## src/sv/pqlde_pkg.sv

```systemverilog
// Shared types and constants for the PQ lookup-table distance estimator.
// No dependencies; every other file except pqlde_ram imports this package.
package pqlde_pkg;

    localparam int LANES     = 16;
    localparam int CODE_BITS = 8;
    localparam int DIST_BITS = 36;
    localparam int ID_BITS   = 31;

    typedef enum logic [1:0] {
        ACT_LOAD  = 2'd0,
        ACT_SCORE = 2'd1,
        ACT_SWAP  = 2'd2
    } action_t;

    typedef struct packed {
        logic [1:0]   action;
        logic [7:0]   lut_row;
        logic [3:0]   lut_subspace;
        logic [31:0]  lut_value;
        logic [63:0]  codes_low;
        logic [63:0]  codes_high;
        logic [30:0]  vector_id;
        logic         is_padding;
    } item_t;

    typedef struct packed {
        logic signed [31:0] result_id;
        logic [35:0]        distance;
    } result_t;

    // write control for one lane's table memory
    typedef struct packed {
        logic       en;
        logic       bank;
        logic [7:0] row;
    } lut_wr_t;

    // read control shared by all lanes
    typedef struct packed {
        logic en;
        logic bank;
    } lut_rd_t;

    // score bookkeeping that travels beside the lane data
    typedef struct packed {
        logic               valid;
        logic               pad;
        logic [ID_BITS-1:0] id;
    } score_tag_t;

endpackage

```

## src/sv/pqlde_merge.sv

```systemverilog
// Merge stage: two-level registered adder tree over the lane entries and
// the output word register with the padding substitution. Uses pqlde_pkg.
module pqlde_merge import pqlde_pkg::*; #(
    parameter int ENTRY_BITS = 32
) (
    input  logic                             clk,
    input  logic                             rst_n,
    input  logic                             advance,
    input  logic [LANES-1:0][ENTRY_BITS-1:0] entries,
    input  score_tag_t                       tag,
    input  logic [DIST_BITS-1:0]             large_distance,
    output logic                             result_valid,
    output result_t                          result
);

    localparam int GROUPS    = LANES / 4;
    localparam int PART_BITS = ENTRY_BITS + 2;
    localparam int SUM_BITS  = ENTRY_BITS + 4;

    logic [GROUPS-1:0][PART_BITS-1:0] part_next;
    logic [GROUPS-1:0][PART_BITS-1:0] part_reg;
    score_tag_t                       tag_reg;
    logic [SUM_BITS-1:0]              sum;
    logic                             result_valid_reg;
    result_t                          result_reg;

    always_comb
    begin
        for (int j = 0; j < GROUPS; j++)
        begin
            part_next[j] = PART_BITS'(entries[4*j])     + PART_BITS'(entries[4*j + 1])
                         + PART_BITS'(entries[4*j + 2]) + PART_BITS'(entries[4*j + 3]);
        end
    end

    assign sum = SUM_BITS'(part_reg[0]) + SUM_BITS'(part_reg[1])
               + SUM_BITS'(part_reg[2]) + SUM_BITS'(part_reg[3]);

    always_ff @(posedge clk or negedge rst_n)
    begin
        if (!rst_n)
        begin
            tag_reg          <= '0;
            result_valid_reg <= 1'b0;
        end
        else if (advance)
        begin
            tag_reg          <= tag;
            result_valid_reg <= tag_reg.valid;
        end
    end

    always_ff @(posedge clk)
    begin
        if (advance)
        begin
            part_reg <= part_next;
            if (tag_reg.pad)
            begin
                result_reg.result_id <= '1;
                result_reg.distance  <= large_distance;
            end
            else
            begin
                result_reg.result_id <= {1'b0, tag_reg.id};
                result_reg.distance  <= DIST_BITS'(sum);
            end
        end
    end

    assign result_valid = result_valid_reg;
    assign result       = result_reg;

    // a scored sum never exceeds sixteen full-scale entries
    assert property (@(posedge clk) disable iff (!rst_n)
        result_valid_reg && !result_reg.result_id[31]
        |-> (result_reg.distance >> SUM_BITS) == '0)
        else $error("scored distance wider than the lane sum");

    // a stalled output word keeps its slot until the next advance
    assert property (@(posedge clk) disable iff (!rst_n)
        !advance |=> $stable(result_valid_reg) && $stable(tag_reg.valid))
        else $error("merge pipeline moved during a stall");

endmodule

```

## config.mk

```make
export PLATFORM = sky130hd
export DESIGN_NAME = pqlde_merge
export DESIGN_NICKNAME = d
export VERILOG_FILES = /design/src/sv/pqlde_pkg.sv /design/src/sv/pqlde_merge.sv
export SDC_FILE = /design/constraint.sdc
export NUM_CORES = 1
export LEC_CHECK = 0
export BUFFER_PORTS_ARGS = -buffer_cell sky130_fd_sc_hd__buf_2
export CORE_AREA = 2 2 251 253
export DETAILED_ROUTE_END_ITERATION = 8
export DIE_AREA = 0 0 253 255
export GPL_TIMING_DRIVEN = 0
export SLEW_MARGIN = 30
export SYNTH_ARGS = -nofsm -noshare
export SYNTH_HDL_FRONTEND = slang
export SYNTH_SLANG_ARGS = --single-unit
```

## constraint.sdc

```tcl
create_clock -name clk -period 4.99 [get_ports clk]
set_input_delay 0.2495 -clock clk [delete_from_list [all_inputs] [get_ports clk]]
set_output_delay 0.2495 -clock clk [all_outputs]
set_load 0.05 [all_outputs]
```

==> impl_results.md, run 1 <==
- Final Setup Violations: 0
- Final instance area: 30500 um^2
- Sequential-to-total area share from yosys stat: 28.5%
- Commonest cells in the netlist: inv_1, fa_1, edfxtp_1
- Final Util: 49.0%
- Min Hold Slack: 0.0299 ns
- Placed Cells: 3843
- Max Cap Viol: 0
- Input/output buffers: 652
- Synthesis-stage register bit count: 238
- Worst path arrival time: 4.77 ns
- Die Area: 64500 um^2
- Vias: 19400
- Fraction of layout cells with a size suffix above 1: 25.0%
- Clock buffer depth: 3
- Sequential Area: 6980 um^2
- Critical path peak fanout: 4
- Worst VDD drop: 0.803 mV
- Residual DRC: 0
- Pre-antenna DRT Iters: 5
- Drt via density: 4.89
- Synth top area cells: fa_1, edfxtp_1, inv_1
- Max reg flops: 136
- Initial antenna violation count: 6
- ANT nets after route: 0
- Worst Clk Skew: 0.0138 ns
- Gr ovfl total: 0
- Startpoint Class: flip-flop
- Min-Delay Path Class: in2reg
- Clk sinks: 238
- Status: complete, no violations
- RSZ-0062 raised after global routing: false
- Ys flop type: edfxtp_1
- Post-Synthesis Cell Area: 24500 um^2
- Worst-Margin Slew: 0.924 ns
- Initial Utilization: 39.4%
- Fill count: 5797
- Multi-input gate area: 15100 um^2
- Ys async rst share: 14.3%
- Final worst path period share: 89.8%
- # IOs: 653
- Syn_nets: 3465
- Met2 wire len: 37.0 mm
- Proportion of netlist area held by the largest area contributor: 26.5%
- Initial DRC count: 1030
- Die Ht: 255 um
- Avg WL per Cell: 17.4 um
- Min cycle time layout: 4.48 ns
- Syn-to-layout area delta: 24.3%
- Clk root buf: clkbuf_16
- Critical Path End Type: flip-flop
- Dominant cell type by area after synthesis: fa_1
- Worst path required time: 5.28 ns
- Final hold viol count: 0
- Pins Over Slew Limit: 0
- Drt total wl: 68.9 mm
- Crit Path Category: reg2reg
- Pin count of the biggest net entering global routing: 91
- Top routing layer used: met5
- Overall global routing resource usage: 21.1%
- CTS Buf Count: 29
- Pleak: 15.3 nW
- CTS clk-pin slew, worst paths: 0.06 ns
- HPWL after detailed placement: 59.3 mm
- Core area: 62200 um^2
- EDFF count, synth: 204
- CTS tree: done
- CTS H-Tree Depth: 1
- Vias in the first global route: 20500
- Metal-1 WL: 27.1 mm
- # nets final: 4218
- Rows: 92
- Fmax achieved: 0.223 GHz
- Mapped Cells: 2390
- GP Congestion: 0.906
- Clk_lat worst skew: 0.57 ns
- Average size of a mapped cell: 10.3 um^2
- Pwr dens: 797 nW/um^2
- Synth unique cells: 77
- Max-slew headroom: 38.4%
- First-pass GRT wire length: 106 mm
- Metal3 WL: 2.92 mm
- Die extent in x: 253 um
- Yosys warning count: 0
- Count leader, synth: inv_1
- Post-CTS setup buffers: 0
- Finished Layout Cells: 3969
- Placed Area: 28800 um^2
- Setup TNS: 0 ns
cell type report:
cell class              count  share of cell area (%)
flip-flops and latches    238                    22.9
well taps                 799                    3.28
clock inverters            14                   0.287
diodes                      4                  0.0328
inverters                 601                    7.40
clock buffers              40                    2.79
multi-input cells        1515                    49.7
repair buffers            722                    13.2
plain buffers              36                   0.468
worst max-delay path, cell delays in order (launching register included):
cell and delay, ns:
edfxtp_1 0.33, inv_1 0.06, fa_1 0.53, inv_1 0.05
fa_1 0.47, ha_1 0.22, inv_1 0.09, fa_1 0.46
nor2b_1 0.16, o31a_1 0.16, o21ai_0 0.19, a211oi_2 0.44
o211ai_2 0.19, a2111oi_0 0.40, or3_1 0.20, xnor2_1 0.15
o21ai_0 0.11
report_power, final:
part / leakage (nW) / switching (W) / internal (W)
logic: 12.4 / 0.0112 / 0.00723
clock network: 0.467 / 0.000865 / 0.00119
registers: 2.38 / 0.000297 / 0.00356
metrics by stage:
| stage | total power, W | worst slack, ns |
|---|---|---|
| floorplan | 0.0172 | 1.08 |
| global placement | 0.0221 | -0.0151 |
| detailed placement | 0.0224 | 0.231 |
| CTS | 0.0247 | 0.286 |
| global route | 0.0269 | 0.140 |
| finish | 0.0243 | 0.510 |
logic make-up (layout without fill, tap and decap cells):
family	Yosys count	in the layout	synth area share [%]
AOI/OAI and AO/OA	474	474	12.4
other	0	4	0
DFF	238	238	28.5
and+or+nand+nor	381	381	7.97
xor gates and xnor gates	132	132	4.72
adders and majority gates	491	491	35.0
muxes	37	37	1.69
buffers and inverters	637	1413	9.78
final timing paths:
kind | from | endpoint | slack (ns) | depth (start not counted)
max | part_reg[1]$_DFFE_PP_ | result[27]$_DFFE_PP_ | 0.51 | 16
min | large_distance[12] | result[12]$_DFFE_PP_ | 0.03 | 3
max reg2reg | part_reg[1]$_DFFE_PP_ | result[27]$_DFFE_PP_ | 0.51 | 16
min reg2reg | tag_reg[16]$_DFFE_PN0P_ | tag_reg[16]$_DFFE_PN0P_ | 0.50 | 1
max in group asynchronous | rst_n | tag_reg[32]$_DFFE_PN0P_ | 4.19 | 2
min in group asynchronous | rst_n | tag_reg[18]$_DFFE_PN0P_ | 0.30 | 2
metal layers:
metal	global-route usage, %	up-vias
li1	-	9300
met1	25.0	9445
met2	40.3	555
met3	2.55	99
met4	5.34	4
met5	0	-
layout by cell type (no fill, tap or decap), drive strengths merged, types with 22 or more instances in the layout:
master / instances
dfrtp: 34
or2: 32
fa: 324
o21ai: 108
a21o: 80
inv: 604
clkbuf: 70
edfxtp: 204
nand4: 26
dlygate4sd3: 68
nand2: 101
a21oi: 138
xnor2: 80
mux2: 36
xor2: 52
ha: 167
buf: 660
nor2: 84
nor3: 22
o21bai: 24
nand3: 27
timing repair:
| item | 4_1_cts | 5_1_grt |
|---|---|---|
| setup endpoints to repair | 0 | 2 |
| hold endpoints to repair | 101 | 0 |
| resized for setup | 0 | 1 |
| hold buffers | 68 | 0 |
(Power assumes the default switching activity.)
==> run 2: changes to the inputs <==
--- a/config.mk
+++ b/config.mk
@@ -6,10 +6,13 @@
 export NUM_CORES = 1
 export LEC_CHECK = 0
 export BUFFER_PORTS_ARGS = -buffer_cell sky130_fd_sc_hd__buf_2
+export CELL_PAD_IN_SITES_DETAIL_PLACEMENT = 1
+export CELL_PAD_IN_SITES_GLOBAL_PLACEMENT = 1
 export CORE_AREA = 2 2 251 253
 export DETAILED_ROUTE_END_ITERATION = 8
 export DIE_AREA = 0 0 253 255
 export GPL_TIMING_DRIVEN = 0
+export PLACE_DENSITY_LB_ADDON = 0.1
 export SLEW_MARGIN = 30
 export SYNTH_ARGS = -nofsm -noshare
 export SYNTH_HDL_FRONTEND = slang
==> run 2 against run 1 <==
Net effect:
- worst hold slack improved by 0.0035 ns
- non-clock buffer count rose by 2
- clock power rose by 4%
- flip-flop and latch count did not move
- core utilization rose by 0.095 points
- maximum frequency fell by 5.1%
- combinational power rose by 2%
- count of clock-buffer cells in the layout rose by 2
- register-to-register slack got worse by 0.24 ns
- final cell count rose by 0.23%
==> impl_results.md, run 2 (synthesized netlist as in run 1, its figures left out) <==
- Placed Cells: 3843 (unchanged)
- CP max-delay cell: fa_1
- Clk sinks: 238 (unchanged)
- Vias in the first global route: 22000 (+7.6%)
- Pins Over Slew Limit: 0 (unchanged)
- First-pass GRT wire length: 116 mm (+9.5%)
- Worst VDD drop: 0.795 mV (-1.0%)
- Max stage delay on crit path: 0.54 ns (about the same)
- # IOs: 653 (unchanged)
- Final worst path period share: 94.6% (+4.8 points)
- Critical path peak fanout: 3 (-1)
- Max reg flops: 136 (unchanged)
- Final Setup Violations: 0 (unchanged)
- Worst path arrival time: 5.04 ns (+0.27 ns)
- Drt via density: 4.93 (+0.77%)
- RSZ-0062 raised after global routing: false
- Final hold viol count: 0 (unchanged)
- Critical Path End Type: flip-flop
- CTS Buf Count: 31 (+6.9%)
- CTS tree: done
- Avg WL per Cell: 18.7 um (+7.5%)
- Min cycle time layout: 4.72 ns (+0.240 ns)
- CTS H-Tree Depth: 1 (unchanged)
- Clk_lat worst skew: 0.58 ns (about the same)
- Worst path required time: 5.31 ns (+0.03 ns)
- Crit Path Category: reg2reg
- Syn-to-layout area delta: 24.6%
- Min-Delay Path Class: in2reg
- Worst-Margin Slew: 0.847 ns (-0.0769 ns)
- Worst Clk Skew: 0.0168 ns (+0.00303 ns)
- Clock buffer depth: 3 (unchanged)
- Fraction of layout cells with a size suffix above 1: 25.0% (about the same)
- Critical path buffer and inverter count: 3 (unchanged)
- ANT nets after route: 0 (unchanged)
- Initial DRC count: 785 (-24%)
- Pre-antenna DRT Iters: 6 (+1)
- Crit-path cells: inv_1 > fa_1 > inv_1 > fa_1 > ha_1 > inv_1 > fa_1 > nor2b_1 > o31a_1 > o21ai_0 > a211oi_2 > o2111ai_1 > a21oi_1 > a21oi_1 > xor2_1 > o21ai_0
- Clk root buf: clkbuf_16
- Core area: 62200 um^2 (unchanged)
- GP Congestion: 0.913 (+0.77%)
- Die Ht: 255 um (unchanged)
- Total power: 0.0248 W (+2.1%)
- Status: complete, no violations
- Overall global routing resource usage: 23.0% (+2.0 points)
- Input/output buffers: 652 (unchanged)
- CTS clk-pin slew, worst paths: 0.07 ns (about the same)
- Commonest non-fill, non-tap cell in the layout: buf_2
- Final instance area: 30500 um^2 (+0.19%)
- Die extent in x: 253 um (unchanged)
- Commonest cells after routing, fill and taps aside: buf_2, inv_1, fa_1
- Max Cap Viol: 0 (unchanged)
- Residual DRC: 0 (unchanged)
- Initial Utilization: 39.4% (unchanged)
- # nets final: 4222 (+0.095%)
- Initial antenna violation count: 7 (+1)
- Vias: 19600 (+0.99%)
- Max-slew headroom: 43.5% (+5.1 points)
- Fmax achieved: 0.212 GHz (-5.1%)
- Pin count of the biggest net entering global routing: 88 (-3.3%)
- HPWL after detailed placement: 63.5 mm (+7.2%)
- Pleak: 15.3 nW (+0.10%)
- Placed Area: 28800 um^2 (unchanged)
- Gr ovfl total: 0 (unchanged)
- Rows: 92 (unchanged)
- Finished Layout Cells: 3978 (+0.23%)
- Crit-path leading delay family: adder cells
- Die Area: 64500 um^2 (unchanged)
- Startpoint Class: flip-flop
- Pwr dens: 812 nW/um^2 (+1.9%)
- Drt total wl: 74.2 mm (+7.8%)
[run 2: changes by cell type in the layout (fill, tap and decap cells not counted), sizes merged]
cell,delta
bufinv,+1
diode,+3
clkinv,+1
inv,-1
dlygate4sd3,+2
clkbuf,+2
clkinvlp,+1
[run 2: path summary, 6_finish.rpt]
kind | start | end | slack (ns) | cells after the start
max in group asynchronous | rst_n | tag_reg[11]$_DFFE_PN0P_ | 4.15 | 2
hold / removal | large_distance[20] | result[20]$_DFFE_PP_ | 0.03 | 3
hold reg to reg | tag_reg[30]$_DFFE_PN0P_ | tag_reg[30]$_DFFE_PN0P_ | 0.50 | 1
setup reg to reg | part_reg[1]$_DFFE_PP_ | result[33]$_DFFE_PP_ | 0.27 | 16
setup / recovery | part_reg[1]$_DFFE_PP_ | result[33]$_DFFE_PP_ | 0.27 | 16
min in group asynchronous | rst_n | tag_reg[19]$_DFFE_PN0P_ | 0.32 | 2
[run 2: routing by layer]
layer  part of all wire, %  global-route usage (%)
met3                   3.6                    2.83
met5                 0.035                       0
met1                    38                    26.2
met2                    55                    44.4
met4                   3.4                    7.62
[run 2: stage by stage]
step	worst slack [ns]	util [%]	TNS, ns	hold slack [ns]
6_report	0.270	49.1	0	0.0334
5_1_grt	0.0101	49.1	0	0.0193
2_1_floorplan	1.08	-	0	-0.0461
3_5_place_dp	0.133	46.4	0	0.389
4_1_cts	0.133	49.1	0	0.00283
3_3_place_gp	-0.0901	46.3	-2.11	0.378
[run 2: final cells by class]
type,instances,area (um^2)
multi-input combinational,1515,15100
clock buffer,42,837
clock inverter,16,133
inverter,601,2260
sequential,238,6980
timing repair buffer,724,4030
fill,7183,31600
antenna,7,17.5
tap,799,1000
buffer,36,141
[run 2: worst min-delay path, stage by stage]
cell and delay (ns):
buf_2 0.08, nand2_1 0.05, o21ai_0 0.10
[run 2: repair_timing]
action,in CTS,in global routing
endpoints found under the hold margin,103,0
hold buffers,70,0
setup endpoints to repair,0,6
setup buffers,0,0
gates resized for setup,0,1
[run 2: where the power goes]
| part | switching, W | internal (W) |
|---|---|---|
| Sequential | 0.000288 | 0.00356 |
| Clock | 0.000906 | 0.00123 |
| Combinational | 0.0116 | 0.00727 |
==> run 3: changes to the inputs <==
--- a/config.mk
+++ b/config.mk
@@ -13,6 +13,7 @@
 export DIE_AREA = 0 0 253 255
 export GPL_TIMING_DRIVEN = 0
 export PLACE_DENSITY_LB_ADDON = 0.1
+export SETUP_SLACK_MARGIN = 0.3
 export SLEW_MARGIN = 30
 export SYNTH_ARGS = -nofsm -noshare
 export SYNTH_HDL_FRONTEND = slang
==> run 3 against run 2 <==
Net effect:
- setup slack improved by 0.34 ns
- sequential power barely moved
- maximum frequency is 7.7% higher
- routed wire length about the same
- register-to-register slack improved by 0.34 ns
- count of clock-buffer cells in the layout did not move
- via count is 0.15% lower
- core utilization is essentially flat
- first-iteration DRC count rose by 3.1%
- sequential share of layout area hardly changed
- critical path depth fell by 2
==> impl_results.md, run 3 (synthesized netlist as in run 1, its figures left out) <==
- Max reg flops: 136 (unchanged)
- Multi-input gate area: 15200 um^2 (about the same)
- Pleak: 15.3 nW (about the same)
- Met2 wire len: 40.6 mm (about the same)
- Finished Layout Cells: 3978 (unchanged)
- CTS Buf Count: 31 (unchanged)
- Dpl ws: 0.133 ns (unchanged)
- Commonest non-fill, non-tap cell in the layout: buf_2
- Pre-antenna DRT Iters: 5 (-1)
- Clk sinks: 238 (unchanged)
- Commonest cells after routing, fill and taps aside: buf_2, inv_1, fa_1
- Overall global routing resource usage: 23.0% (about the same)
- Min cycle time layout: 4.38 ns (-0.338 ns)
- Critical path buffer and inverter count: 2 (-1)
- CTS H-Tree Depth: 1 (unchanged)
- HP Start: large_distance[20]
- Max-slew headroom: 44.1% (+0.58 points)
- Clock buffer depth: 3 (unchanged)
- R2r setup slk: 0.61 ns (+0.34 ns)
- Pin count of the biggest net entering global routing: 88 (unchanged)
- Die extent in x: 253 um (unchanged)
- GP Congestion: 0.913 (unchanged)
- Metal3 WL: 2.59 mm (-2.1%)
- Worst path arrival time: 4.69 ns (-0.35 ns)
- # nets final: 4223 (+0.024%)
- Pwr dens: 813 nW/um^2 (about the same)
- ANT nets after route: 0 (unchanged)
- Gr ovfl total: 0 (unchanged)
- Rows: 92 (unchanged)
- Worst r2r src: part_reg[36]$_DFFE_PP_
- Sequential Area: 6980 um^2 (unchanged)
- Placed Cells: 3843 (unchanged)
- Avg WL per Cell: 18.7 um (about the same)
- Metal-1 WL: 28.5 mm (+0.17%)
- Vias: 19600 (-0.15%)
- Residual DRC: 0 (unchanged)
- Initial antenna violation count: 7 (unchanged)
- Worst Clk Skew: 0.0164 ns (-0.000439 ns)
- Crit-path leading delay family: adder cells
- Die Ht: 255 um (unchanged)
- Critical path peak fanout: 5 (+2)
- Drt via density: 4.92 (-0.15%)
- CTS tree: done
- Initial Utilization: 39.4% (unchanged)
- Final worst-path setup slack: 0.608 ns (+0.338 ns)
- CP max-delay cell: fa_1
- Fmax achieved: 0.228 GHz (+7.7%)
- Worst VDD drop: 0.761 mV (-4.3%)
- Final Setup Violations: 0 (unchanged)
- Critical Path End Type: flip-flop
- First-pass GRT wire length: 116 mm (about the same)
- WHS Endpoint: result[20]$_DFFE_PP_
- Final hold viol count: 0 (unchanged)
- Setup crit start: part_reg[36]$_DFFE_PP_
- Final Util: 49.1% (about the same)
- Hold Path Cell Cnt: 3 (unchanged)
- Max Cap Viol: 0 (unchanged)
- RR Endpoint: result[32]$_DFFE_PP_
- HPWL after detailed placement: 63.5 mm (unchanged)
- Final worst path period share: 87.8% (-6.8 points)
- Fill count: 7182 (-0.014%)
- Status: complete, no violations
- Syn-to-layout area delta: 24.6% (about the same)
- Fraction of layout cells with a size suffix above 1: 25.1% (+0.055 points)
- Startpoint Class: flip-flop
- Core area: 62200 um^2 (unchanged)
- Top routing layer used: met5
- Min-Delay Path Class: in2reg
- # IOs: 653 (unchanged)
- Max stage delay on crit path: 0.55 ns (about the same)
- Pins Over Slew Limit: 0 (unchanged)
- Worst-Margin Slew: 0.838 ns (-0.00873 ns)
- Drt total wl: 74.2 mm (about the same)
- Input/output buffers: 652 (unchanged)
- Worst path required time: 5.30 ns (about the same)
- Crit Path Category: reg2reg
- RSZ-0062 raised after global routing: false
- Crit-path cells: inv_1 > fa_1 > fa_1 > inv_1 > ha_1 > a211oi_2 > nor4b_4 > nor4b_4 > or4b_4 > nand2_2 > a21o_4 > o41ai_1 > xor2_1 > o21ai_0
- CTS clk-pin slew, worst paths: 0.06 ns (about the same)
- Clk_lat worst skew: 0.58 ns (about the same)
- Initial DRC count: 809 (+3.1%)
- Die Area: 64500 um^2 (unchanged)
- Vias in the first global route: 22000 (+0.0091%)
- Crit path depth: 14 (-2)
- Cells on worst reg2reg path: 14 (-2)
- Setup TNS: 0 ns (unchanged)
- Clk root buf: clkbuf_16
==> run 3: through the flow <==
step	hold slack, ns	area [um^2]	power [W]
after floorplan	-0.0461	24500	0.0172
after global placement	0.378	28800	0.0225
after detailed placement	0.389	28800	0.0230
after CTS	0.00283	30500	0.0253
after global routing	0.0193	30500	0.0274
final	0.0339	30500	0.0248
==> run 3: routing by layer <==
metal	GRT usage (%)	vias to the layer above
met3	2.83	122
met5	0	-
li1	-	9307
met1	26.2	9704
met4	7.62	4
met2	44.4	429
==> run 3: worst max-delay path by stage <==
stage | endpoint | slack, ns
2_1_floorplan | result[27]$_DFFE_PP_ | 1.08
3_3_place_gp | tag_reg[25]$_DFFE_PN0P_ | -0.09
3_5_place_dp | part_reg[66]$_DFFE_PP_ | 0.13
4_1_cts | result[33]$_DFFE_PP_ | 0.35
5_1_grt | result[33]$_DFFE_PP_ | 0.33
6_report | result[32]$_DFFE_PP_ | 0.61
==> run 3: area by class of cell <==
class,count,share of cell area [%]
Buffer,36,0.463
Tap cell,799,3.27
Timing Repair Buffer,725,13.2
Multi-Input combinational cell,1515,49.6
Antenna cell,6,0.0491
Inverter,601,7.38
Clock buffer,42,2.74
Sequential cell,238,22.8
Clock inverter,16,0.434
==> run 3: timing repair <==
action	4_1_cts	5_1_grt
buffers inserted	0	1
cloned	0	0
pin swaps	0	1
gates resized for setup	1	3
setup endpoints to repair	5	6
endpoints found under the hold margin	103	0
hold buffers	70	0
==> run 3: report_power, final <==
| group | switching, W | internal, W |
|---|---|---|
| clock network | 0.000906 | 0.00123 |
| logic | 0.0116 | 0.00728 |
| registers | 0.000288 | 0.00356 |
==> run 3: worst register-to-register path, stage by stage (launching register included) <==
cell and delay, ns:
edfxtp_1 0.37, inv_1 0.10, fa_1 0.44, fa_1 0.55, inv_1 0.06, ha_1 0.31
a211oi_2 0.36, nor4b_4 0.11, nor4b_4 0.39, or4b_4 0.23, nand2_2 0.07, a21o_4 0.25
o41ai_1 0.39, xor2_1 0.35, o21ai_0 0.12
